<file path="src/hdl/picq_pkg.sv">
`timescale 1ns / 1ps

package picq_pkg;

	localparam int unsigned ErrW   = 17;              // target - sample
	localparam int unsigned SumW   = ErrW + 1;        // e0 + e1, e0 - e1
	localparam int unsigned OpAW   = SumW + 1;        // integral plus difference
	localparam int unsigned OpBW   = 17;              // gain or ts_over_ti, signed
	localparam int unsigned ProdW  = OpAW + OpBW;     // full product
	localparam int unsigned RndW   = ProdW + 1;       // product plus rounding term
	localparam int unsigned DataW  = 16;
	localparam int unsigned IdxW   = 3;
	localparam int unsigned FracW  = 5;
	localparam int unsigned TsW    = 15;
	localparam int unsigned IntShift = 16;

	typedef enum logic [IdxW-1:0] {
		REG_TARGET    = 3'd0,
		REG_TS_OVER_TI = 3'd1,
		REG_GAIN      = 3'd2,
		REG_FRAC_BITS = 3'd3,
		REG_OUT_MAX   = 3'd4,
		REG_OUT_MIN   = 3'd5,
		REG_INVERT    = 3'd6
	} reg_idx_t;

	typedef struct packed {
		logic signed [DataW-1:0] target;
		logic        [TsW-1:0]   ts_over_ti;
		logic signed [DataW-1:0] gain;
		logic        [FracW-1:0] gain_frac_bits;
		logic signed [DataW-1:0] out_max;
		logic signed [DataW-1:0] out_min;
		logic                    invert;
	} cfg_t;

	localparam logic [FracW-1:0]        FracBitsReset = 5'd15;
	localparam logic signed [DataW-1:0] OutMaxReset   = 16'sh7FFF;
	localparam logic signed [DataW-1:0] OutMinReset   = 16'sh8000;

endpackage

</file>
<file path="src/hdl/picq_cfg.sv">
`timescale 1ns / 1ps

module picq_cfg (
	input  logic                          clk,
	input  logic                          arst_n,
	input  logic                          cfg_we,
	input  logic [picq_pkg::IdxW-1:0]     cfg_index,
	input  logic [picq_pkg::DataW-1:0]    cfg_data,
	output picq_pkg::cfg_t                cfg
);

	picq_pkg::cfg_t cfg_q;

	always_ff @(posedge clk or negedge arst_n) begin
		if (!arst_n) begin
			cfg_q.target         <= '0;
			cfg_q.ts_over_ti     <= '0;
			cfg_q.gain           <= '0;
			cfg_q.gain_frac_bits <= picq_pkg::FracBitsReset;
			cfg_q.out_max        <= picq_pkg::OutMaxReset;
			cfg_q.out_min        <= picq_pkg::OutMinReset;
			cfg_q.invert         <= 1'b0;
		end else if (cfg_we) begin
			case (cfg_index)
				picq_pkg::REG_TARGET:     cfg_q.target <= cfg_data;
				picq_pkg::REG_TS_OVER_TI: cfg_q.ts_over_ti <= cfg_data[picq_pkg::TsW-1:0];
				picq_pkg::REG_GAIN:       cfg_q.gain <= cfg_data;
				picq_pkg::REG_FRAC_BITS:  cfg_q.gain_frac_bits <= cfg_data[picq_pkg::FracW-1:0];
				picq_pkg::REG_OUT_MAX:    cfg_q.out_max <= cfg_data;
				picq_pkg::REG_OUT_MIN:    cfg_q.out_min <= cfg_data;
				picq_pkg::REG_INVERT:     cfg_q.invert <= cfg_data[0];
				default: ;
			endcase
		end
	end

	assign cfg = cfg_q;

endmodule

</file>
<file path="src/hdl/picq_mul.sv">
`timescale 1ns / 1ps

module picq_mul (
	input  logic                                clk,
	input  logic                                en,
	input  logic signed [picq_pkg::OpAW-1:0]    op_a,
	input  logic signed [picq_pkg::OpBW-1:0]    op_b,
	output logic signed [picq_pkg::ProdW-1:0]   prod
);

	logic signed [picq_pkg::ProdW-1:0] prod_q;

	// Shared signed multiplier, result registered
	always_ff @(posedge clk) begin
		if (en) begin
			prod_q <= picq_pkg::ProdW'(op_a) * picq_pkg::ProdW'(op_b);
		end
	end

	assign prod = prod_q;

endmodule

</file>
<file path="src/hdl/incremental_pi_controller_q15_top.sv">
`timescale 1ns / 1ps

// Channel   Direction  Ports                                  Content
// s_axis    in         s_tvalid s_tready s_tdata s_tuser      tdata: sample; tuser: func
// m_axis    out        m_tvalid m_tready m_tdata              tdata: drive
// cfg       in         cfg_we cfg_index cfg_data              register write, no read-back
//
// An update item goes from transfer to result in two passes through the
// one shared multiplier (integral term, then gain), each followed by a rounding step,
// then a saturate and clamp step. An init item goes from transfer straight to the emit state.
// s_tready is high only while the sequencer is idle; a result waits in the output
// register while m_tready is low, and the next item may be taken meanwhile.
// Reset clears the error history, the drive and the output valid, and sets the configuration to its defaults.

module incremental_pi_controller_q15_top (
	input  logic                               clk,
	input  logic                               arst_n,
	input  logic                               s_tvalid,
	output logic                               s_tready,
	input  logic [picq_pkg::DataW-1:0]         s_tdata,   // [15:0] sample
	input  logic                               s_tuser,   // [0] func
	output logic                               m_tvalid,
	input  logic                               m_tready,
	output logic [picq_pkg::DataW-1:0]         m_tdata,   // [15:0] drive
	input  logic                               cfg_we,
	input  logic [picq_pkg::IdxW-1:0]          cfg_index,
	input  logic [picq_pkg::DataW-1:0]         cfg_data
);

	typedef enum logic [2:0] {
		ST_IDLE,
		ST_MUL_I,
		ST_ADD_I,
		ST_MUL_G,
		ST_ROUND,
		ST_SAT,
		ST_EMIT
	} state_t;

	state_t state_q;

	picq_pkg::cfg_t cfg;

	logic signed [picq_pkg::ErrW-1:0]  err_now_q;
	logic signed [picq_pkg::ErrW-1:0]  err_prev_q;
	logic signed [picq_pkg::DataW-1:0] drive_q;
	logic signed [picq_pkg::OpAW-1:0]  acc_q;
	logic signed [picq_pkg::RndW-1:0]  rnd_q;
	logic        [picq_pkg::DataW-1:0] m_tdata_q;
	logic                              m_tvalid_q;

	logic signed [picq_pkg::ErrW-1:0]  err_new;
	logic signed [picq_pkg::SumW-1:0]  err_sum;
	logic signed [picq_pkg::SumW-1:0]  err_diff;
	logic signed [picq_pkg::DataW-1:0] gain_eff;
	logic signed [picq_pkg::OpAW-1:0]  mul_a;
	logic signed [picq_pkg::OpBW-1:0]  mul_b;
	logic                              mul_en;
	logic signed [picq_pkg::ProdW-1:0] prod;
	logic signed [picq_pkg::ProdW-1:0] int_shifted;
	logic signed [picq_pkg::OpAW-1:0]  acc_next;
	logic signed [picq_pkg::RndW-1:0]  half;
	logic signed [picq_pkg::RndW-1:0]  rnd_next;
	logic signed [picq_pkg::RndW:0]    total;
	logic signed [picq_pkg::DataW-1:0] sat16;
	logic signed [picq_pkg::DataW-1:0] drive_next;
	logic                              in_xfer;
	logic                              out_free;

	picq_cfg u_cfg (
		.clk       (clk),
		.arst_n    (arst_n),
		.cfg_we    (cfg_we),
		.cfg_index (cfg_index),
		.cfg_data  (cfg_data),
		.cfg       (cfg)
	);

	picq_mul u_mul (
		.clk  (clk),
		.en   (mul_en),
		.op_a (mul_a),
		.op_b (mul_b),
		.prod (prod)
	);

	assign s_tready = (state_q == ST_IDLE);
	assign in_xfer  = s_tvalid && s_tready;
	assign out_free = !m_tvalid_q || m_tready;

	always_comb begin
		err_new  = picq_pkg::ErrW'(cfg.target) - picq_pkg::ErrW'($signed(s_tdata));
		err_sum  = picq_pkg::SumW'(err_now_q) + picq_pkg::SumW'(err_prev_q);
		err_diff = picq_pkg::SumW'(err_now_q) - picq_pkg::SumW'(err_prev_q);

		// a positive gain is negated when inverted
		gain_eff = (cfg.invert && (cfg.gain > 0)) ? -cfg.gain : cfg.gain;

		mul_en = (state_q == ST_MUL_I) || (state_q == ST_MUL_G);
		if (state_q == ST_MUL_I) begin
			mul_a = picq_pkg::OpAW'(err_sum);
			mul_b = picq_pkg::OpBW'($signed({1'b0, cfg.ts_over_ti}));
		end else begin
			mul_a = acc_q;
			mul_b = picq_pkg::OpBW'(gain_eff);
		end

		// integral term rounded half up, plus the error difference
		int_shifted = (prod + picq_pkg::ProdW'(32768)) >>> picq_pkg::IntShift;
		acc_next    = int_shifted[picq_pkg::OpAW-1:0] + picq_pkg::OpAW'(err_diff);

		if (cfg.gain_frac_bits == '0) begin
			half = '0;
		end else begin
			half = picq_pkg::RndW'(1) <<< (cfg.gain_frac_bits - 1'b1);
		end
		rnd_next = (picq_pkg::RndW'(prod) + half) >>> cfg.gain_frac_bits;

		total = (picq_pkg::RndW + 1)'(rnd_q) + (picq_pkg::RndW + 1)'(drive_q);
		if (total > (picq_pkg::RndW + 1)'(32767)) begin
			sat16 = 16'sh7FFF;
		end else if (total < -(picq_pkg::RndW + 1)'(32768)) begin
			sat16 = 16'sh8000;
		end else begin
			sat16 = total[picq_pkg::DataW-1:0];
		end

		// upper clamp wins when the limits cross
		if (sat16 > cfg.out_max) begin
			drive_next = cfg.out_max;
		end else if (sat16 < cfg.out_min) begin
			drive_next = cfg.out_min;
		end else begin
			drive_next = sat16;
		end
	end

	always_ff @(posedge clk or negedge arst_n) begin
		if (!arst_n) begin
			state_q    <= ST_IDLE;
			err_now_q  <= '0;
			err_prev_q <= '0;
			drive_q    <= '0;
			m_tvalid_q <= 1'b0;
		end else begin
			if ((state_q == ST_EMIT) && out_free) begin
				m_tvalid_q <= 1'b1;
			end else if (m_tready) begin
				m_tvalid_q <= 1'b0;
			end
			case (state_q)
				ST_IDLE: begin
					if (in_xfer) begin
						err_now_q <= err_new;
						if (s_tuser) begin
							err_prev_q <= err_now_q;
							state_q    <= ST_MUL_I;
						end else begin
							state_q <= ST_EMIT;
						end
					end
				end
				ST_MUL_I: state_q <= ST_ADD_I;
				ST_ADD_I: state_q <= ST_MUL_G;
				ST_MUL_G: state_q <= ST_ROUND;
				ST_ROUND: state_q <= ST_SAT;
				ST_SAT: begin
					drive_q <= drive_next;
					state_q <= ST_EMIT;
				end
				ST_EMIT: begin
					// hold until the output register is free
					if (out_free) begin
						state_q <= ST_IDLE;
					end
				end
				default: state_q <= ST_IDLE;
			endcase
		end
	end

	always_ff @(posedge clk) begin
		if (state_q == ST_ADD_I) begin
			acc_q <= acc_next;
		end
		if (state_q == ST_ROUND) begin
			rnd_q <= rnd_next;
		end
		if ((state_q == ST_EMIT) && out_free) begin
			m_tdata_q <= drive_q;
		end
	end

	assign m_tvalid = m_tvalid_q;
	assign m_tdata  = m_tdata_q;

endmodule

</file>
<file path="config.mk">
export PLATFORM = sky130hd
export DESIGN_NAME = incremental_pi_controller_q15_top
export DESIGN_NICKNAME = d
export VERILOG_FILES = /design/src/hdl/picq_pkg.sv /design/src/hdl/picq_cfg.sv /design/src/hdl/picq_mul.sv /design/src/hdl/incremental_pi_controller_q15_top.sv
export SDC_FILE = /design/constraint.sdc
export NUM_CORES = 2
export LEC_CHECK = 0
export BUFFER_PORTS_ARGS = -buffer_cell sky130_fd_sc_hd__buf_2
export CAP_MARGIN = 15
export CORE_MARGIN = 8
export CORE_UTILIZATION = 25
export CTS_BUF_LIST = sky130_fd_sc_hd__clkbuf_4
export CTS_CLUSTER_DIAMETER = 40
export DETAILED_ROUTE_END_ITERATION = 8
export GPL_TIMING_DRIVEN = 0
export MAX_ROUTING_LAYER = met4
export PLACE_DENSITY = 0.37
export SETUP_SLACK_MARGIN = 0.2
export SLEW_MARGIN = 0
export SYNTH_ARGS = -nofsm -noshare
export SYNTH_HDL_FRONTEND = slang
export SYNTH_HIERARCHICAL = 1
export SYNTH_SLANG_ARGS = --single-unit
export TNS_END_PERCENT = 100
</file>
<file path="constraint.sdc">
create_clock -name clk -period 13.25 [get_ports clk]
set_input_delay 1.325 -clock clk [delete_from_list [all_inputs] [get_ports clk]]
set_output_delay 1.325 -clock clk [all_outputs]
set_load 0.01 [all_outputs]
</file>
---- Word level (Yosys, flattened, before mapping) ----
Index checks and enable logic that the tools add are counted.
cells by class
  $mul .................................... 1
  order comparisons ....................... 5
  add/subtract/negate cells ............... 9
  eq/ne operators ......................... 14
  shift operators ......................... 2
  multiplexer cells ....................... 14
  reduce and logical (&&, ||, !) cells .... 20
operators by type and width
  operator                number
  $mux 16                 5
  $add 37x16->38          1
  $gt 38x16->1 const B    1
  $lt 38x16->1 const B    1
  $add 36x37->37          1
  $mux 37                 1
  $sshl 2x5->37 const A   1
  $sshr 37x5->37          1
  $mul 19x17->36          1
  $add 35x17->35 const B  1
  $pmux 3 s7              1
  $add 19x19->19          1
  $mux 19                 1
  $add 17x17->18          1
  $eq 3x3->1 const B      6
  $reduce_and 2->1        9
  $sub 17x17->18          1
  $mux 17                 1
  $sub 16x16->17          1
  $gt 16x1->1 const B     1
  $gt 16x16->1            1
  $lt 16x16->1            1
  $neg 16->16             1
  $eq 3x2->1 const B      4
  13 further kinds        21
word-level totals
  register bits ........................... 247
  bits of input ports ..................... 41

---- Longest topological paths before layout ----
  depth after elaboration ................. 7
  mapped depth ............................ 38
  depth with buffers taken out ............ 37

---- By module ----
Netlist, hierarchy kept.
modules (own cells, without submodules)
  module                             cells each  times used  area an instance (µm²)  seq. area each (µm²)
  incremental_pi_controller_q15_top  2,195       1           16,980.0                3,513.4
  picq_mul                           1,365       1           13,127.6                1,081.0
  picq_cfg                           185         1           3,434.5                 2,152.1

---- Least setup slack after synthesis ----
Ideal clock, no wire load.
  path type ............................... register to register
  start ................................... reg state_q[0]
  end ..................................... reg u_mul.prod_q, in the netlist u_mul/prod[26], data pin
  clock period less this slack ............ 9.195 ns
  cell stages (with the launch flop) ...... 31
  path slack .............................. 4.055 ns
  required time ........................... 12.969 ns
  arrival ................................. 8.914 ns
  cells stage by stage .................... dfrtp_1 -> clkbuf_1 -> nor2b_1 -> nor2b_1 -> clkbuf_1 -> nand2_1 -> o21ai_0 -> clkbuf_1 -> clkbuf_1 -> nand2_1 -> fa_1 -> inv_1 -> fa_1 -> inv_1 -> fa_1 -> inv_1 -> fa_1 -> fa_1 -> inv_1 -> fa_1 -> inv_1 -> ha_1 -> buf_6 -> a21o_1 -> a221o_1 -> a21oi_1 -> nand2b_2 -> o211ai_2 -> a2111oi_2 -> or3_1 -> o311ai_1
on the way
  longest elaborated chain between the ends .. 3
  elaborated cells between the ends (all ways) .. 4
RTL lines
  what                      line                                      RTL
  from (decl)               incremental_pi_controller_q15_top.sv:40   state_t state_q;
  from (signal assigned)    incremental_pi_controller_q15_top.sv:140  state_q <= ST_IDLE;
  from (signal assigned)    incremental_pi_controller_q15_top.sv:157  state_q <= ST_MUL_I;
  from (signal assigned)    incremental_pi_controller_q15_top.sv:159  state_q <= ST_EMIT;
  $eq 3x1->1                incremental_pi_controller_q15_top.sv:100  if (state_q == ST_MUL_I) begin
  $mux 17                   incremental_pi_controller_q15_top.sv:100
  named net mul_b, one bit  incremental_pi_controller_q15_top.sv:57   logic signed [picq_pkg::OpBW-1:0] mul_b;
  $mul 19x17->36            picq_mul.sv:16                            prod_q <= picq_pkg::ProdW'(op_a) * picq_pkg::ProdW'(op_b);
  to (signal assigned)      picq_mul.sv:16
  to (decl)                 picq_mul.sv:11                            logic signed [picq_pkg::ProdW-1:0] prod_q;
The timed path passes the listed nets, and every way through them passes these cells.
A chain may end at the register's enable or synchronous reset.

---- Worst setup path after layout ----
  start ................................... reg err_now_q[0] in the netlist's numbering
  end ..................................... reg u_mul.prod_q, in the netlist u_mul/prod[33], data pin
on the way
  longest elaborated chain between the ends .. 3
RTL lines
  what                      line                                      RTL
  from (decl)               incremental_pi_controller_q15_top.sv:44   logic signed [picq_pkg::ErrW-1:0] err_now_q;
  from (signal assigned)    incremental_pi_controller_q15_top.sv:154  err_now_q <= err_new;
  $add 17x17->18            incremental_pi_controller_q15_top.sv:93   err_sum = picq_pkg::SumW'(err_now_q) + picq_pkg::SumW'(err_prev_q);
  $mux 19                   incremental_pi_controller_q15_top.sv:100
  named net mul_a, one bit  incremental_pi_controller_q15_top.sv:56   logic signed [picq_pkg::OpAW-1:0] mul_a;
  $mul 19x17->36            picq_mul.sv:16
The timed path passes the listed nets, and every way through them passes these cells.

==> metrics list <==
- Post-place instance area: roughly 0.036 sq mm
* Share of synthesized flip-flops with an asynchronous set or reset: 56.3%
- Clk_lat worst skew: 0.82 ns
- Antenna violations before repair: 14
* Total Die Area: 0.146 sq mm
- Post-synthesis instance area: between 0.03 and 0.04 sq mm
- The number of global-route vias before repair came to roughly 29,000.
* Number of nets in the final layout: between 4,000 and 5,000
- Pin count of the biggest net entering global routing: 72
* Setup slack of the critical path after layout: about 2.5 ns
- CP arrival: 11.19 ns
* Total setup violations reported at the end of the flow: 0
* Clock Tree Buf Depth: 3
- In the finished design, the share of the clock period the worst path needs comes to a little over 80%.
- Fin. max-slew vios: 0
* Most frequently used flop master after synthesis: dfrtp_1
- First-pass GRT wire length: about 180,000 um
- In this run the worst path has a maximum fanout of 10.
- Starting density of the core: roughly a quarter
- Cell row count: around 130
- At the pin with the least slew margin, the transition time is approximately 1.3 ns.
- During I/O placement, the number of pins put on the boundary was approximately 60.
* Post-CTS setup buffers: 0
* FF-to-FF path depth: 36
* Global route overflow: 0
* Non-filler cells, final: roughly 5,700
- For this run, design rule violations remaining after detail routing come to 0.
* CP Data Required Time: approximately 14 ns
* CTS Root Cell: clkbuf_4
* Synthesized netlist cell count: roughly 3,700
- Of the synthesized area, sequential elements account for 20.1%.
- The H-tree generated during clock tree synthesis spans 3 levels.
- Count of input and output buffers: a little under 60
- Synthesized netlist net count: roughly 4,400
- Post-CTS repair changed the size of 0 cells.
- Wires add up to approximately 120,000 um.
* Routability congestion estimate: ~0.90
- Measured along the x axis, the die boundary spans ~380 um.
- The worst hold path terminates at u_cfg/cfg[55].
- Once placement completed, the tool counted placed cells totaling between 5,000 and 6,000.
- Longest individual stage delay on the worst path: between 0.5 and 0.6 ns
* Hold path start: u_cfg/cfg[55]
- Launch point of the worst path: err_now_q[0]
* Ys Warns: 6
- The count of nets left with antenna violations once routing finished came out at 0.
* Share of post-route cells with drive strength above 1: a little over a tenth
- Highest clock rate: slightly above 90 MHz
- EDFF count, synth: ~110
- Top cell type by total area after synthesis: fa_1
- After routing the design area is 0.0374 sq mm.
- Die H: approximately 380 um
* Setup repair after global routing missed its margin: false
* TritonCTS clock tree: yes
- Clock-pin slew was measured on the worst setup and hold paths at 0.06 ns.
- Final Hold Vio Count: 0
- Post-Synthesis Mean Instance Area: about 9.0 sq um
- The worst setup path is of the reg2reg kind.
- Total number of clock tree sinks: ~250
* Flop-to-flop setup slack: ~2.5 ns
- Area share of the largest cell type after synthesis: 19.8%
* Crit-path most repeated cell: fa_1
- Worst Hold Depth: 1
- CP Launch Type: flip-flop
* Ratio of routed vias to standard cells: ~4.8
- Compared with the post-synthesis result, the final layout area differs by 11.4%.
* Total half-perimeter wirelength after legalization and detailed placement: slightly below 100,000 um
- Before CTS, the worst setup slack after placement is approximately 2.6 ns.
* Area of the core: between 0.1 and 0.15 sq mm
- Cell with the most instances after synthesis: inv_1
- The first TritonRoute pass finished after 5 iterations.
- Time the final worst path needs with I/O delays and setup: about 11 ns
* Detailed Route Iter0 Violations: 1,878
- For this block, the via count after detailed routing is roughly 28,000.
- Most instantiated cells after synthesis: 498 x inv_1, 362 x nand2_1, 332 x fa_1
- For the final database, setup skew stands at 0.0639 ns.
* Total GRT Usage: 16.6%
- Cts hold-fix bufs: 0
* Kind of end point of the critical path: flip-flop
- Dividing the detail-routed wire length by the instance count gives between 20 and 25 um.
- Slowest cell on the critical path: fa_1
- The run finished with clean final reports.
* Max Cap Viol: 0
- Total of flip-flops plus latches after synthesis: 247
- Sorting the synthesized cells by area gives the leading types as fa_1 20%, ha_1 9.7%, edfxtp_1 9.7%, dfrtp_1 8.9%, inv_1 5.6%.
* Reg2Reg Launch Point: err_now_q[0]
- For the final routed database, the setup TNS stands at 0 ns.
* End of the worst register-to-register path: u_mul/prod[33]
* Hold WC Path Type: reg2reg
* Max-slew headroom at the worst pin: between 10% and 20%
- Clock tree synthesis inserted a total of 77 buffers.
* Number of distinct library cells after synthesis: between 100 and 150
[kinds of logic after synthesis]
logic type,after synthesis,share of synthesized area (%)
simple gates,1165,17.2
compound gates,783,16.2
buf+inv,675,7.86
fa+ha+maj,593,29.6
flops,247,20.1
xor+xnor,144,3.76
mux,138,5.31
[per-stage QoR]
stage               hold WS [ns]  utilization [%]
finish                     0.505             28.0
global route               0.503             28.0
CTS                        0.451             28.0
detailed placement         0.495             27.3
global placement           0.490             27.0
floorplan                  0.453                -
[worst max-delay path, delay by kind of cell (launching register included)]
| kind | cells | cell delay [ns] |
|---|---|---|
| adders and majority gates | 9 | 4.07 |
| AOI/OAI and AO/OA | 16 | 3.85 |
| buffers and inverters | 6 | 0.97 |
| and+or+nand+nor | 4 | 0.67 |
| DFF | 1 | 0.39 |
| muxes | 1 | 0.39 |
[area by class of cell]
cell class | instances | area, sq um
Antenna cell | 8 | 20.0
Inverter | 502 | 1880
Clock inverter | 22 | 138
Multi-Input combinational cell | 2823 | 24200
Timing Repair Buffer | 86 | 616
Buffer | 173 | 751
Sequential cell | 247 | 6750
Tap cell | 1768 | 2210
Fill cell | 14429 | 95900
Clock buffer | 110 | 826
[sequential cells by signal, indices dropped and copies added, names as in the netlist]
register	flops
m_tvalid	1
state_q	3
err_prev_q	17
err_now_q	17
rnd_q	37
u_mul/prod	36
u_cfg/cfg	85
acc_q	19
drive_q	16
m_tdata	16
[placed cells by master (no fill, tap or decap), types with 14 or more instances in the layout]
cell / instances
a211oi_1: 41
clkbuf_1: 139
a21o_1: 63
nand2_1: 362
nand2b_1: 35
buf_2: 68
a31oi_1: 21
xor2_1: 39
dfstp_2: 20
o31ai_1: 27
mux2_2: 69
or3_1: 20
clkbuf_4: 110
nor4_1: 14
a21oi_1: 193
o211ai_1: 16
and3_1: 36
nor2_1: 247
fa_1: 332
buf_6: 20
mux2i_1: 20
o21ai_0: 134
nor3_1: 66
xnor2_1: 105
mux2_4: 40
dfrtp_1: 119
nor2b_1: 34
inv_1: 498
o21bai_1: 18
o21ai_1: 19
edfxtp_1: 108
and2_1: 187
nand4_1: 35
nand3_1: 55
clkinv_1: 14
ha_1: 261
o21a_1: 34
[worst max path at each step]
stage,slack [ns],cells past startpoint,end
after global placement,0.26,30,u_mul/prod[33]
after floorplan,4.05,30,u_mul/prod[26]
after CTS,2.50,35,u_mul/prod[33]
final,2.54,36,u_mul/prod[33]
after global routing,1.70,35,u_mul/prod[33]
after detailed placement,2.60,35,u_mul/prod[33]
[per-layer routing]
| layer | vias to the layer above | routed length, um | track usage (%) |
|---|---|---|---|
| li1 | 13212 | - | - |
| met5 | - | 0 | - |
| met2 | 592 | 56600 | 27.5 |
| met1 | 13728 | 56100 | 22.0 |
| met3 | 122 | 4340 | 1.57 |
| met4 | 0 | 2510 | 3.78 |
Power is left out: the tool's default activity adds up to more than one toggle a clock period on the data nets, which glitch-free logic cannot reach.
